File: src/design/aac_pkg.sv
// Shared types and constants for the row-major array address calculator.
// Used by every module of the block but aac_ram; depends on nothing.
`timescale 1ns / 1ps
`default_nettype none
package aac_pkg;

  // Descriptor table geometry
  localparam int NUM_ARRAYS  = 16;
  localparam int MAX_DIMS    = 10;
  localparam int SLOT_DEPTH  = NUM_ARRAYS * MAX_DIMS;
  localparam int SLOT_W      = $clog2(SLOT_DEPTH);
  localparam int ARR_W       = $clog2(NUM_ARRAYS);

  // Fixed field widths
  localparam int ID_W        = 4;
  localparam int WORD_W      = 32;
  localparam int IN_DATA_W   = 160;
  localparam int OUT_DATA_W  = 40;
  localparam int OP_W        = 2;

  // Front-to-back queue
  localparam int QUEUE_DEPTH = 4;
  localparam int QPTR_W      = $clog2(QUEUE_DEPTH);

  // Item kinds, as carried in tuser
  localparam logic [OP_W-1:0] OP_HEADER = 2'd0;
  localparam logic [OP_W-1:0] OP_BOUND  = 2'd1;
  localparam logic [OP_W-1:0] OP_INDEX  = 2'd2;

  // One classified item on its way to the back end
  typedef struct packed {
    logic [OP_W-1:0]   kind;
    logic [ID_W-1:0]   id;
    logic [SLOT_W-1:0] slot;
    logic              last;
    logic [WORD_W-1:0] opa;   // base, lower bound or index value
    logic [WORD_W-1:0] opb;   // element size or upper bound
  } aac_item_t;

endpackage
`default_nettype wire

File: src/design/aac_front.sv
// Front end: unpacks the input stream, drops items that name no valid
// descriptor or dimension, and pushes the rest into the queue. Uses aac_pkg.
`timescale 1ns / 1ps
`default_nettype none
module aac_front (
  input  wire logic                          s_tvalid,
  output logic                               s_tready,
  input  wire logic [aac_pkg::IN_DATA_W-1:0] s_tdata,
  input  wire logic [aac_pkg::OP_W-1:0]      s_tuser,
  input  wire logic                          s_tlast,
  input  wire logic                          q_full,
  output logic                               q_push,
  output aac_pkg::aac_item_t                 q_item
);
  import aac_pkg::*;

  logic [ID_W-1:0]   array_id;
  logic [WORD_W-1:0] base_addr;
  logic [15:0]       element_size;
  logic [3:0]        dim_number;
  logic [WORD_W-1:0] lower_bound;
  logic [WORD_W-1:0] upper_bound;
  logic [WORD_W-1:0] index_value;
  logic              id_ok;
  logic              dim_ok;
  logic              keep;

  // Unpack tdata; dim count (bits 55:52) takes no part in any address
  assign array_id     = s_tdata[3:0];
  assign base_addr    = s_tdata[35:4];
  assign element_size = s_tdata[51:36];
  assign dim_number   = s_tdata[59:56];
  assign lower_bound  = s_tdata[91:60];
  assign upper_bound  = s_tdata[123:92];
  assign index_value  = s_tdata[155:124];

  // Classify: drop unknown kinds and out-of-range ids or dimensions
  assign id_ok  = int'(array_id) < NUM_ARRAYS;
  assign dim_ok = (dim_number != 4'd0) && (int'(dim_number) <= MAX_DIMS);

  always_comb begin
    keep = 1'b0;
    unique case (s_tuser)
      OP_HEADER: keep = id_ok;
      OP_BOUND:  keep = id_ok && dim_ok;
      OP_INDEX:  keep = id_ok && dim_ok;
      default:   keep = 1'b0;
    endcase
  end

  assign s_tready = !q_full;
  assign q_push   = s_tvalid && !q_full && keep;

  // Build the queue entry; the stride slot is id * MAX_DIMS + dim - 1
  always_comb begin
    q_item.kind = s_tuser;
    q_item.id   = array_id;
    q_item.slot = SLOT_W'(array_id) * SLOT_W'(MAX_DIMS) + SLOT_W'(dim_number)
                  - SLOT_W'(1);
    q_item.last = s_tlast;
    q_item.opa  = index_value;
    q_item.opb  = '0;
    unique case (s_tuser)
      OP_HEADER: begin
        q_item.opa = base_addr;
        q_item.opb = WORD_W'(element_size);
      end
      OP_BOUND: begin
        q_item.opa = lower_bound;
        q_item.opb = upper_bound;
      end
      default: begin
        q_item.opa = index_value;
        q_item.opb = '0;
      end
    endcase
  end

endmodule
`default_nettype wire

File: config.mk
export PLATFORM = sky130hd
export DESIGN_NAME = aac_front
export DESIGN_NICKNAME = d
export VERILOG_FILES = /design/src/design/aac_pkg.sv /design/src/design/aac_front.sv
export SDC_FILE = /design/constraint.sdc
export NUM_CORES = 1
export LEC_CHECK = 0
export ABC_CLOCK_PERIOD_IN_PS = 9480
export BUFFER_PORTS_ARGS = -buffer_cell sky130_fd_sc_hd__buf_4
export CORE_AREA = 4 4 94 96
export DETAILED_ROUTE_END_ITERATION = 7
export DIE_AREA = 0 0 98 100
export PLACE_DENSITY = 0.58
export SLEW_MARGIN = 20
export SYNTH_ARGS = -nofsm -noshare
export SYNTH_HDL_FRONTEND = slang
export SYNTH_SLANG_ARGS = --single-unit
File: constraint.sdc
create_clock -name vclk -period 9.48
set_clock_uncertainty 0.1 [all_clocks]
set_input_delay 2.844 -clock vclk [all_inputs]
set_output_delay 2.844 -clock vclk [all_outputs]
set_load 0.05 [all_outputs]
* Word level (Yosys, flattened, before mapping)
Index checks and enable logic that the tools add are counted.
** Storage, ports and cells
- Bits in registers :: 0
- Input bits :: 165
- Output and inout bits :: 81
- Word-level logic and storage cells :: 15
** Operators by class
- Add/subtract/negate cells :: 2
- Multipliers :: 1
- Magnitude comparators :: 1
- Eq/ne operators :: 2
- Muxes and demuxes :: 2
- Reduce and logical (&&, ||, !) cells :: 7
** Operator list (count)
- $pmux 64 s2 :: 1
- $add 8x4->8 :: 1
- $sub 8x1->8 const B :: 1
- $mul 4x3->7 const B :: 1
- $le 4x4->1 const B :: 1
- $reduce_bool 4->1 :: 1
- $logic_and 1x1->1 :: 3
- $eq 2x1->1 const B :: 1
- $eq 2x2->1 const B :: 1
- $logic_not 2->1 :: 1
- $pmux 1 s2 :: 1
- $reduce_or 2->1 :: 1
- $logic_not 1->1 :: 1

* Depth between registers and ports, before layout
- Word-level depth :: 4
- Depth in mapped cells :: 10
- Gate-level depth less buffers :: 10

* Worst setup path after synthesis
OpenSTA, ideal clock, no wires.
- Kind :: in2out
- Start point :: in s_tdata[1] (netlist name)
- End point :: out q_item[72] (netlist name)
- Arrival :: 5.283 ns
- Data required time :: 6.536 ns
- Slack :: 1.253 ns
- Stages :: 9
- Path buffers :: 0
- Cell sequence :: ha_1 -> ha_1 -> inv_1 -> fa_1 -> ha_1 -> o21a_1 -> o31a_1 -> o22ai_2 -> xnor2_1
** RTL lines
- start: declaration :: RTL line aac_front.sv:8 : input wire logic [aac_pkg::IN_DATA_W-1:0] s_tdata,
- end: declaration :: RTL line aac_front.sv:13 : output aac_pkg::aac_item_t q_item

==> run metrics <==
Initial DRC Count 58; Inserted Diodes 0; fmax 125 MHz; Starting Density 17.2%; share of cells above drive strength 1 56.3%; Seq pwr share 0%; Critical Path Start Type primary input; global-route wire length before repair 11,600 um; Core ar. 8050 um2; Ys Warns 0; vias in the first global route 2,293; die area 9800 um2; uppermost layer routed met4; hpwl dp 6600 um; Inst Count DP 544; final non-filler cell total 544; Hold Buf Count CTS 0; Area Overhead vs Synth 131%; RSZ-0062 raised after global routing false; fin crit share 84.1%; max incr delay on CP 440 ps; seq_cells 0; max_slew headroom 56.5%; CP most frequent cell ha_1; height of the die 100 um; clock group share of total power 0%; largest net degree at the start of global routing 65; Distinct cells, synth 27; P_sw 194 uW; register area 0 um2; DR WL/cell 14.2 um; Synth Area in Simple Gates 30.1%; Worst VDD drop 0.0599 mV; GRT Total Usage 13.9%; setup_tns 0 ps; cts repair resizes 0; CLK BUF 0; count of antenna-violating nets left after detailed routing 0; post-CTS setup buffer count 0; NumNets Final 624; cell with the most instances after synthesis nand2_1; number of port buffers 236; slowest CP cell fa_1; Area contributors post-synth nand2_1 (18%), a22oi_1 (17%), ha_1 (14%); WL met1 3250 um; synthesized area per cell 6.24 um2; area of the multi-input gates 1180 um2; Worst Path Required 6540 ps; Pint 122 uW; crit path time final 7970 ps; Crit Path Category in -> out; Avg Vias per Cell 4.28; Mapped Area 1390 um2; num ports 246; Routed Wire Length 7720 um; Row Count 33; Fin Hold WS 5590 ps; WP data arrival 5030 ps; DRC viols 0; grt ovf 0; CP endpoint kind primary output; commonest cells in the synthesized netlist nand2_1 (67), a22oi_1 (32), inv_1 (24); crit-path cells buf_4 -> ha_1 -> ha_1 -> inv_1 -> fa_1 -> ha_1 -> o21a_1 -> o31a_1 -> o22ai_2 -> xnor2_1 -> buf_4; Synth Area in Compound Gates 33.0%; switch share 61.4%; TritonRoute pass-1 iters 4; routed via count 2,327; met2 WL post-DR 3930 um; die width 98 um; leading area contributor after synthesis nand2_1; final count of negative-setup-slack endpoints 0; post-synthesis adder-cell area fraction 17.3%; max cap viols 0; initial antenna violation count 0; type of the worst min-delay path in -> out; Overall Power 315 uW; P_leak 0.00186 uW; combinational power share 100.0%; GPL Wtd Cong 0.780; Mapped Cells 222; Post-Syn Nets 405; top cell type's share of synthesized area 18.1%; mux cell area share after synthesis 0%; CP max FO 3; Hold Path Stages 0; Final Hold Viols 0; largest family of logic cells by synthesized area compound AO/OA/AOI/OAI gates; PwrDens 98.5 nW/um2; Worst Max-Slew Pin Slew 651 ps; sequential-to-total area share from yosys stat 0%; Max Transition Viols Final 0; xor and xnor fraction of the mapped netlist area 3.79%; status finished clean; met3 wire length 520 um; # fillers 834
==> cells in the final DEF (no fill, tap or decap) <==
cell	Yosys	routed
nor2b_4	1	1
a21oi_1	4	4
o22ai_2	1	1
nand2_1	67	67
a21o_1	1	1
o21a_1	1	1
xor2_1	1	1
o41ai_1	1	1
nor4b_2	1	1
a22o_1	16	16
fa_1	2	2
and2_1	16	16
o211ai_1	1	1
buf_4	7	240
ha_1	16	14
a22oi_1	32	32
o31a_1	1	1
xnor2_1	5	5
o21ai_0	1	1
nor2b_1	1	1
or2_2	1	1
nand3b_1	1	1
nor2_4	0	1
nor2_1	3	3
ha_2	0	2
inv_1	24	24
==> critical path: cells and delay by family <==
kind	cells	cell delay, ps
buffers and inverters	3	400
adders and majority gates	4	1260
xor gates and xnor gates	1	130
AOI/OAI and AO/OA	3	370
==> per-layer routing <==
metal  vias to the layer above  track usage, %
li1                       1184               -
met3                         2            1.46
met2                       110            25.8
met4                         0           0.319
met5                         -               0
met1                      1031            18.5
==> path summary, 6_finish.rpt <==
check                   from          to  slack (ps)
hold / removal       s_tlast  q_item[64]        5590
setup / recovery  s_tdata[1]  q_item[72]        1510
==> kinds of logic after synthesis <==
kind of cell	Yosys count
adder cells (fa/ha/maj)	18
XOR/XNOR	6
AND/OR/NAND/NOR	92
AO/OA/AOI/OAI	59
buffers and inverters	47
==> metrics by stage <==
stage | instance area [um2] | utilization, % | worst slack, ps
after floorplan | 1390 | - | 1250
after global placement | 3200 | 39.7 | 1500
after detailed placement | 3200 | 39.8 | 1490
after CTS | 3200 | 39.8 | 1490
after global routing | 3200 | 39.8 | 1370
final | 3200 | 39.8 | 1510
==> power groups by stage <==
| stage | clock network [uW] | logic, uW | registers [uW] |
|---|---|---|---|
| 4_1_cts | 0 | 319 | 0 |
| 5_1_grt | 0 | 336 | 0 |
| 6_report | 0 | 315 | 0 |
| 2_1_floorplan | 0 | 202 | 0 |
| 3_3_place_gp | 0 | 316 | 0 |
| 3_5_place_dp | 0 | 319 | 0 |
==> layout make-up <==
type                            instances  area share (%)
Inverter                               24            2.81
Timing Repair Buffer                  240            56.3
Tap cell                              105            4.10
Multi-Input combinational cell        175            36.8
Note: power is estimated with default switching activity, not from simulation.
