--- config.mk ---
export PLATFORM = sky130hd
export DESIGN_NAME = aac_queue
export DESIGN_NICKNAME = d
export VERILOG_FILES = /design/src/design/aac_pkg.sv /design/src/design/aac_queue.sv
export SDC_FILE = /design/constraint.sdc
export NUM_CORES = 1
export LEC_CHECK = 0
export ABC_AREA = 1
export BUFFER_PORTS_ARGS = -buffer_cell sky130_fd_sc_hd__buf_2
export CAP_MARGIN = 10
export CORE_UTILIZATION = 59
export CTS_BUF_LIST = sky130_fd_sc_hd__clkbuf_4 sky130_fd_sc_hd__clkbuf_8
export DETAILED_ROUTE_END_ITERATION = 10
export GPL_ROUTABILITY_DRIVEN = 0
export PLACE_DENSITY = 0.83
export SLEW_MARGIN = 20
export SYNTH_ARGS = -nofsm -noshare
export SYNTH_HDL_FRONTEND = slang
export SYNTH_SLANG_ARGS = --single-unit
--- constraint.sdc ---
create_clock -name clk -period 7.5 [get_ports clk]
set_input_delay 2.25 -clock clk [delete_from_list [all_inputs] [get_ports clk]]
set_output_delay 2.25 -clock clk [all_outputs]
set_load 0.02 [all_outputs]
--- src/design/aac_pkg.sv ---
// Shared types and constants for the row-major array address calculator.
// Used by every module of the block but aac_ram; depends on nothing.
`timescale 1ns / 1ps
`default_nettype none
package aac_pkg;

  // Descriptor table geometry
  localparam int NUM_ARRAYS  = 16;
  localparam int MAX_DIMS    = 10;
  localparam int SLOT_DEPTH  = NUM_ARRAYS * MAX_DIMS;
  localparam int SLOT_W      = $clog2(SLOT_DEPTH);
  localparam int ARR_W       = $clog2(NUM_ARRAYS);

  // Fixed field widths
  localparam int ID_W        = 4;
  localparam int WORD_W      = 32;
  localparam int IN_DATA_W   = 160;
  localparam int OUT_DATA_W  = 40;
  localparam int OP_W        = 2;

  // Front-to-back queue
  localparam int QUEUE_DEPTH = 4;
  localparam int QPTR_W      = $clog2(QUEUE_DEPTH);

  // Item kinds, as carried in tuser
  localparam logic [OP_W-1:0] OP_HEADER = 2'd0;
  localparam logic [OP_W-1:0] OP_BOUND  = 2'd1;
  localparam logic [OP_W-1:0] OP_INDEX  = 2'd2;

  // One classified item on its way to the back end
  typedef struct packed {
    logic [OP_W-1:0]   kind;
    logic [ID_W-1:0]   id;
    logic [SLOT_W-1:0] slot;
    logic              last;
    logic [WORD_W-1:0] opa;   // base, lower bound or index value
    logic [WORD_W-1:0] opb;   // element size or upper bound
  } aac_item_t;

endpackage
`default_nettype wire

--- src/design/aac_queue.sv ---
// Short FIFO of classified items between the front and back ends.
// Uses aac_pkg for the item type and depth.
`timescale 1ns / 1ps
`default_nettype none
module aac_queue (
  input  wire logic               clk,
  input  wire logic               rst,
  input  wire logic               push,
  input  wire aac_pkg::aac_item_t push_item,
  output logic                    full,
  input  wire logic               pop,
  output logic                    not_empty,
  output aac_pkg::aac_item_t      head
);
  import aac_pkg::*;

  aac_item_t         entries [QUEUE_DEPTH];
  logic [QPTR_W-1:0] wr_ptr;
  logic [QPTR_W-1:0] rd_ptr;
  logic [QPTR_W:0]   count;
  logic              do_push;
  logic              do_pop;

  assign full      = count == (QPTR_W + 1)'(QUEUE_DEPTH);
  assign not_empty = count != '0;
  assign head      = entries[rd_ptr];
  assign do_push   = push && !full;
  assign do_pop    = pop && not_empty;

  // Store pushed entries
  always_ff @(posedge clk) begin
    if (do_push) begin
      entries[wr_ptr] <= push_item;
    end
  end

  // Advance pointers and occupancy
  always_ff @(posedge clk) begin
    if (rst) begin
      wr_ptr <= '0;
      rd_ptr <= '0;
      count  <= '0;
    end else begin
      if (do_push) begin
        wr_ptr <= wr_ptr + QPTR_W'(1);
      end
      if (do_pop) begin
        rd_ptr <= rd_ptr + QPTR_W'(1);
      end
      if (do_push && !do_pop) begin
        count <= count + (QPTR_W + 1)'(1);
      end else if (do_pop && !do_push) begin
        count <= count - (QPTR_W + 1)'(1);
      end
    end
  end

endmodule
`default_nettype wire

* Yosys cells after proc, flatten, opt, wreduce, memory -nomap -nowiden
Memories as Yosys holds them, arrays and structs flattened. A register that Yosys moved wholly into a read port is not among the register bits.
Cells that the tools add are included.
W data, S select, Z words.
** Word-level totals
- Output and inout bits :: 81
- Memory bits (writable) :: 316
- Memories kept :: 1
- ROM bits :: 0
- Input bits :: 83
- Bits in registers :: 7
- Latch bits :: 0
- Logic and storage cells :: 24
** Memory list
- entries :: words 4, width 79, read ports 1, clocked after memory_dff 1, wr ports 1, RTL line aac_queue.sv:17 : aac_item_t entries [QUEUE_DEPTH];
** Cells by class
- Shifts and indexed selects :: 0
- Bitwise operators :: 0
- Add/sub/neg operators :: 4
- Div/mod/pow operators :: 0
- $lt $le $gt $ge :: 0
- Equal/unequal tests :: 1
- Reductions and logical operators :: 9
- Multipliers :: 0
- Muxes and demuxes :: 6
** Operators with widths (count)
- $mux W3 :: 2
- $add A2 B1 Y2 const B :: 2
- $logic_and A1 B1 Y1 :: 4
- $mux W2 :: 2
- $add A3 B1 Y3 const B :: 1
- $eq A3 B3 Y1 const B :: 1
- $logic_not A1 Y1 :: 3
- $reduce_bool A3 Y1 :: 1
- $sub A3 B1 Y3 const B :: 1
- $mux W1 :: 2
- $reduce_bool A2 Y1 :: 1

* Logic depth before layout (Yosys ltp)
- Depth in word-level cells :: 7
- Mapped depth :: 13
- Gate-level depth less buffers :: 13

* Worst setup path before layout
Ideal clock, no wire load.
- Path kind :: input to register
- Start :: in push
- End :: mem entries[0][0] (netlist name), enable pin
- Slack :: 1327 ps
- Library setup time :: 517 ps
- Required time :: 6983 ps
- Stages :: 2
- Data arrival time :: 5656 ps
- Path buffers :: 0
- Cell sequence :: nand2_1 nor2_1
** Between the ends
- Cells in the longest elaborated chain, start to end :: 3
** RTL lines
- start: declaration :: RTL line aac_queue.sv:8 : input wire logic push,
- $logic_and A1 B1 Y1 :: RTL line aac_queue.sv:27 : assign do_push = push && !full;
- $mux W1 :: RTL line aac_queue.sv:32 : if (do_push) begin
- $mux W1 (implied by the code) :: RTL line aac_queue.sv:33 : entries[wr_ptr] <= push_item;
- end: declaration :: RTL line aac_queue.sv:17
No other way between the ends.

==> impl_metrics.py <==
metrics = {
    "status": {
        "status": "finished clean",
    },
    "drt": {
        "routed_wirelength_um": 24700,
        "drt-pass1-iter-count": 5,
        "via_per_inst": 5.71,
        "ant_nets": 0,
        "drt_iter0_drc": 578,
        "via_count": 7516,
        "routedWlPerCell_um": 18.8,
        "drcViolationCount": 0,
    },
    "grt": {
        "grt_pass1_vias": 7359,
        "grt_pass1_wl_um": 37900,
        "grt_use_total": 0.233,
        "grt_max_degree": 110,
        "use_met1": 0.316,
        "grt_overflow": 0,
        "use_met2": 0.380,
        "antenna_found_initial": 3,
        "use_met3": 0.0555,
        "top_usage_layer": "met2",
    },
    "clock_network": {
        "post_cts_buffers": 0,
        "hold_buffers": 0,
        "clk_path_buf_depth": 3,
        "clkLatencyLatePin_ns": 0.55,
        "cts_tree": "built",
        "htreeDepth": 2,
        "clkTransAtPathRegs_ns": 0.06,
        "cts_resized": 0,
        "clock_sinks": 325,
        "numCtsBuffers": 47,
        "cts_root_buffer": "clkbuf_8",
    },
    "placed_design": {
        "portBuffers": 163,
        "hpwlAfterDp_um": 13800,
        "post-place-ws_ns": 2.66,
        "placed_cells": 1226,
    },
    "timing": {
        "setup_violations": 0,
        "tightest_slew_ns": 1.03,
        "fmax_mhz": 189,
        "rsz0062_at_grt": "no",
        "setup_slack_ns": 2.20,
        "slew_headroom": 0.309,
        "slew_violations": 0,
        "clock-skew-final_ns": 0.0183,
        "fin_crit_sh": 0.707,
        "finalSetupTns_ns": 0,
        "post-route-min-period_ns": 5.30,
        "hold_viol": 0,
    },
    "job": {
        "drv_cap": 0,
    },
    "final_layout": {
        "seq_area_um2": 9670,
        "area_growth_pct": 15.5,
        "fill_cells": 1327,
        "finalNetCount": 1094,
        "multi_input_area_um2": 2160,
        "drive_gt1_frac": 0.244,
        "fin_cells": 1317,
    },
    "synth": {
        "synth_cell_type_count": 20,
        "ys_ff_latch": 325,
        "netlist_area_um2": 12200,
        "ys_warn_count": 0,
        "syn-instance-count": 832,
        "syn_avg_cell_area_um2": 14.6,
        "syn-num-nets": 921,
        "seq_area_frac_synth": 0.794,
    },
    "power": {
        "powerDensity_nw_per_um2": 347,
        "p_leak_nw": 4.97,
        "power_w": 0.00488,
        "vdd_drop_max_v": 0.000194,
    },
    "worst_setup_path": {
        "cp_max_fo": 80,
        "start_kind": "flip-flop",
        "crit_arrival_ns": 3.05,
        "worst_ep_required_time_ns": 5.25,
        "cp-end-kind": "output pin",
        "worstSetupPathType": "reg -> out",
        "rr_worst_depth": 5,
    },
    "die": {
        "dieWidth_um": 146,
        "io-pin-count": 164,
        "placementRows": 52,
        "core_area_um2": 20200,
        "initial_utilization": 0.602,
        "die_height_um": 146,
        "die_area_um2": 21200,
    },
    "hold_path": {
        "min_path_cells": 2,
        "min_path_type": "reg -> reg",
    },
}
## worst paths after layout
path / from / endpoint / slack [ns]
worst max register to register: count[1]$_SDFFE_PP0P_ / entries[1][69]$_DFFE_PP_ / 4.51
worst min-delay path: rd_ptr[1]$_SDFFE_PP0P_ / flip-flop / 0.53
worst min register to register: rd_ptr[1]$_SDFFE_PP0P_ / flip-flop / 0.53
worst max-delay path: flip-flop / head[58] / 2.20
## metrics by stage
stage,utilization,area (µm²),hold slack [ns]
6_report,0.695,14100,0.528
5_1_grt,0.694,14000,0.540
4_1_cts,0.694,14000,0.523
3_5_place_dp,0.649,13100,0.512
3_3_place_gp,0.649,13100,0.492
2_1_floorplan,-,12200,0.459
## registers in the layout, summed over array words and instances (netlist names), named ones only
register  count
rd_ptr        2
entries     316
wr_ptr        2
count         3
## layout by cell type (no fill, tap or decap)
master,count
buf_2,163
o21ai_1,41
nor2_4,4
clkinv_2,2
clkinv_1,14
o21ai_0,118
dfxtp_4,1
clkbuf_4,17
o22ai_1,79
nand3b_1,1
dfxtp_1,7
diode_2,5
inv_6,2
nand3_1,4
xor2_1,1
a21oi_1,3
fa_1,1
edfxtp_1,316
clkinvlp_4,1
nor2_1,168
nand2_1,15
ha_1,5
inv_2,1
clkbuf_8,51
dfxtp_2,1
buf_4,11
inv_1,15
## synthesized netlist by cell type
cell      number  area (µm²)
nand3b_1       1        7.51
dfxtp_1        9         180
o21ai_1       41         205
buf_2         14        70.1
xor2_1         1        8.76
inv_1         15        56.3
nor2_1       172         646
edfxtp_1     316        9490
inv_2          1        3.75
clkbuf_1      20        75.1
nand2_1       15        56.3
inv_4          1        6.26
clkbuf_2       2        10.0
buf_6         14         158
a21oi_1        3        15.0
ha_1           5        62.6
fa_1           1        20.0
o22ai_1       79         494
o21ai_0      118         591
nand3_1        4        20.0
## power by group
| group | switching [W] | internal, W | total, W |
|---|---|---|---|
| registers | 0.0000778 | 0.00221 | 0.00229 |
| logic | 0.000904 | 0.000357 | 0.00126 |
| clock network | 0.000617 | 0.000711 | 0.00133 |
## kinds of logic (layout without fill, tap and decap cells)
family	Yosys count	after routing	share of synthesized area
other cells	0	5	0
buf+inv	67	277	0.0311
simple gates	192	192	0.0599
fa+ha+maj	6	6	0.00678
flops	325	325	0.794
compound gates	241	241	0.107
xor+xnor	1	1	0.000720
## area by class of cell
type | instances | area share
inverters | 17 | 0.00490
clock buffers | 68 | 0.0590
diodes | 5 | 0.000890
repair buffers | 174 | 0.0639
clock inverters | 18 | 0.00561
flip-flops and latches | 325 | 0.688
well taps | 270 | 0.0240
multi-input cells | 440 | 0.153
## routing by layer
layer,part of all wire,vias up
li1,-,3484
met1,0.41,3658
met2,0.49,343
met3,0.089,31
met4,0.015,0
met5,0,-
## worst max-delay path, cell delays in order, from the launching register on
cell,delay [ns]
dfxtp_2,0.31
buf_4,0.36
inv_2,0.58
buf_4,0.55
o21ai_1,0.18
o22ai_1,0.27
buf_2,0.23
(Power assumes the default switching activity.)
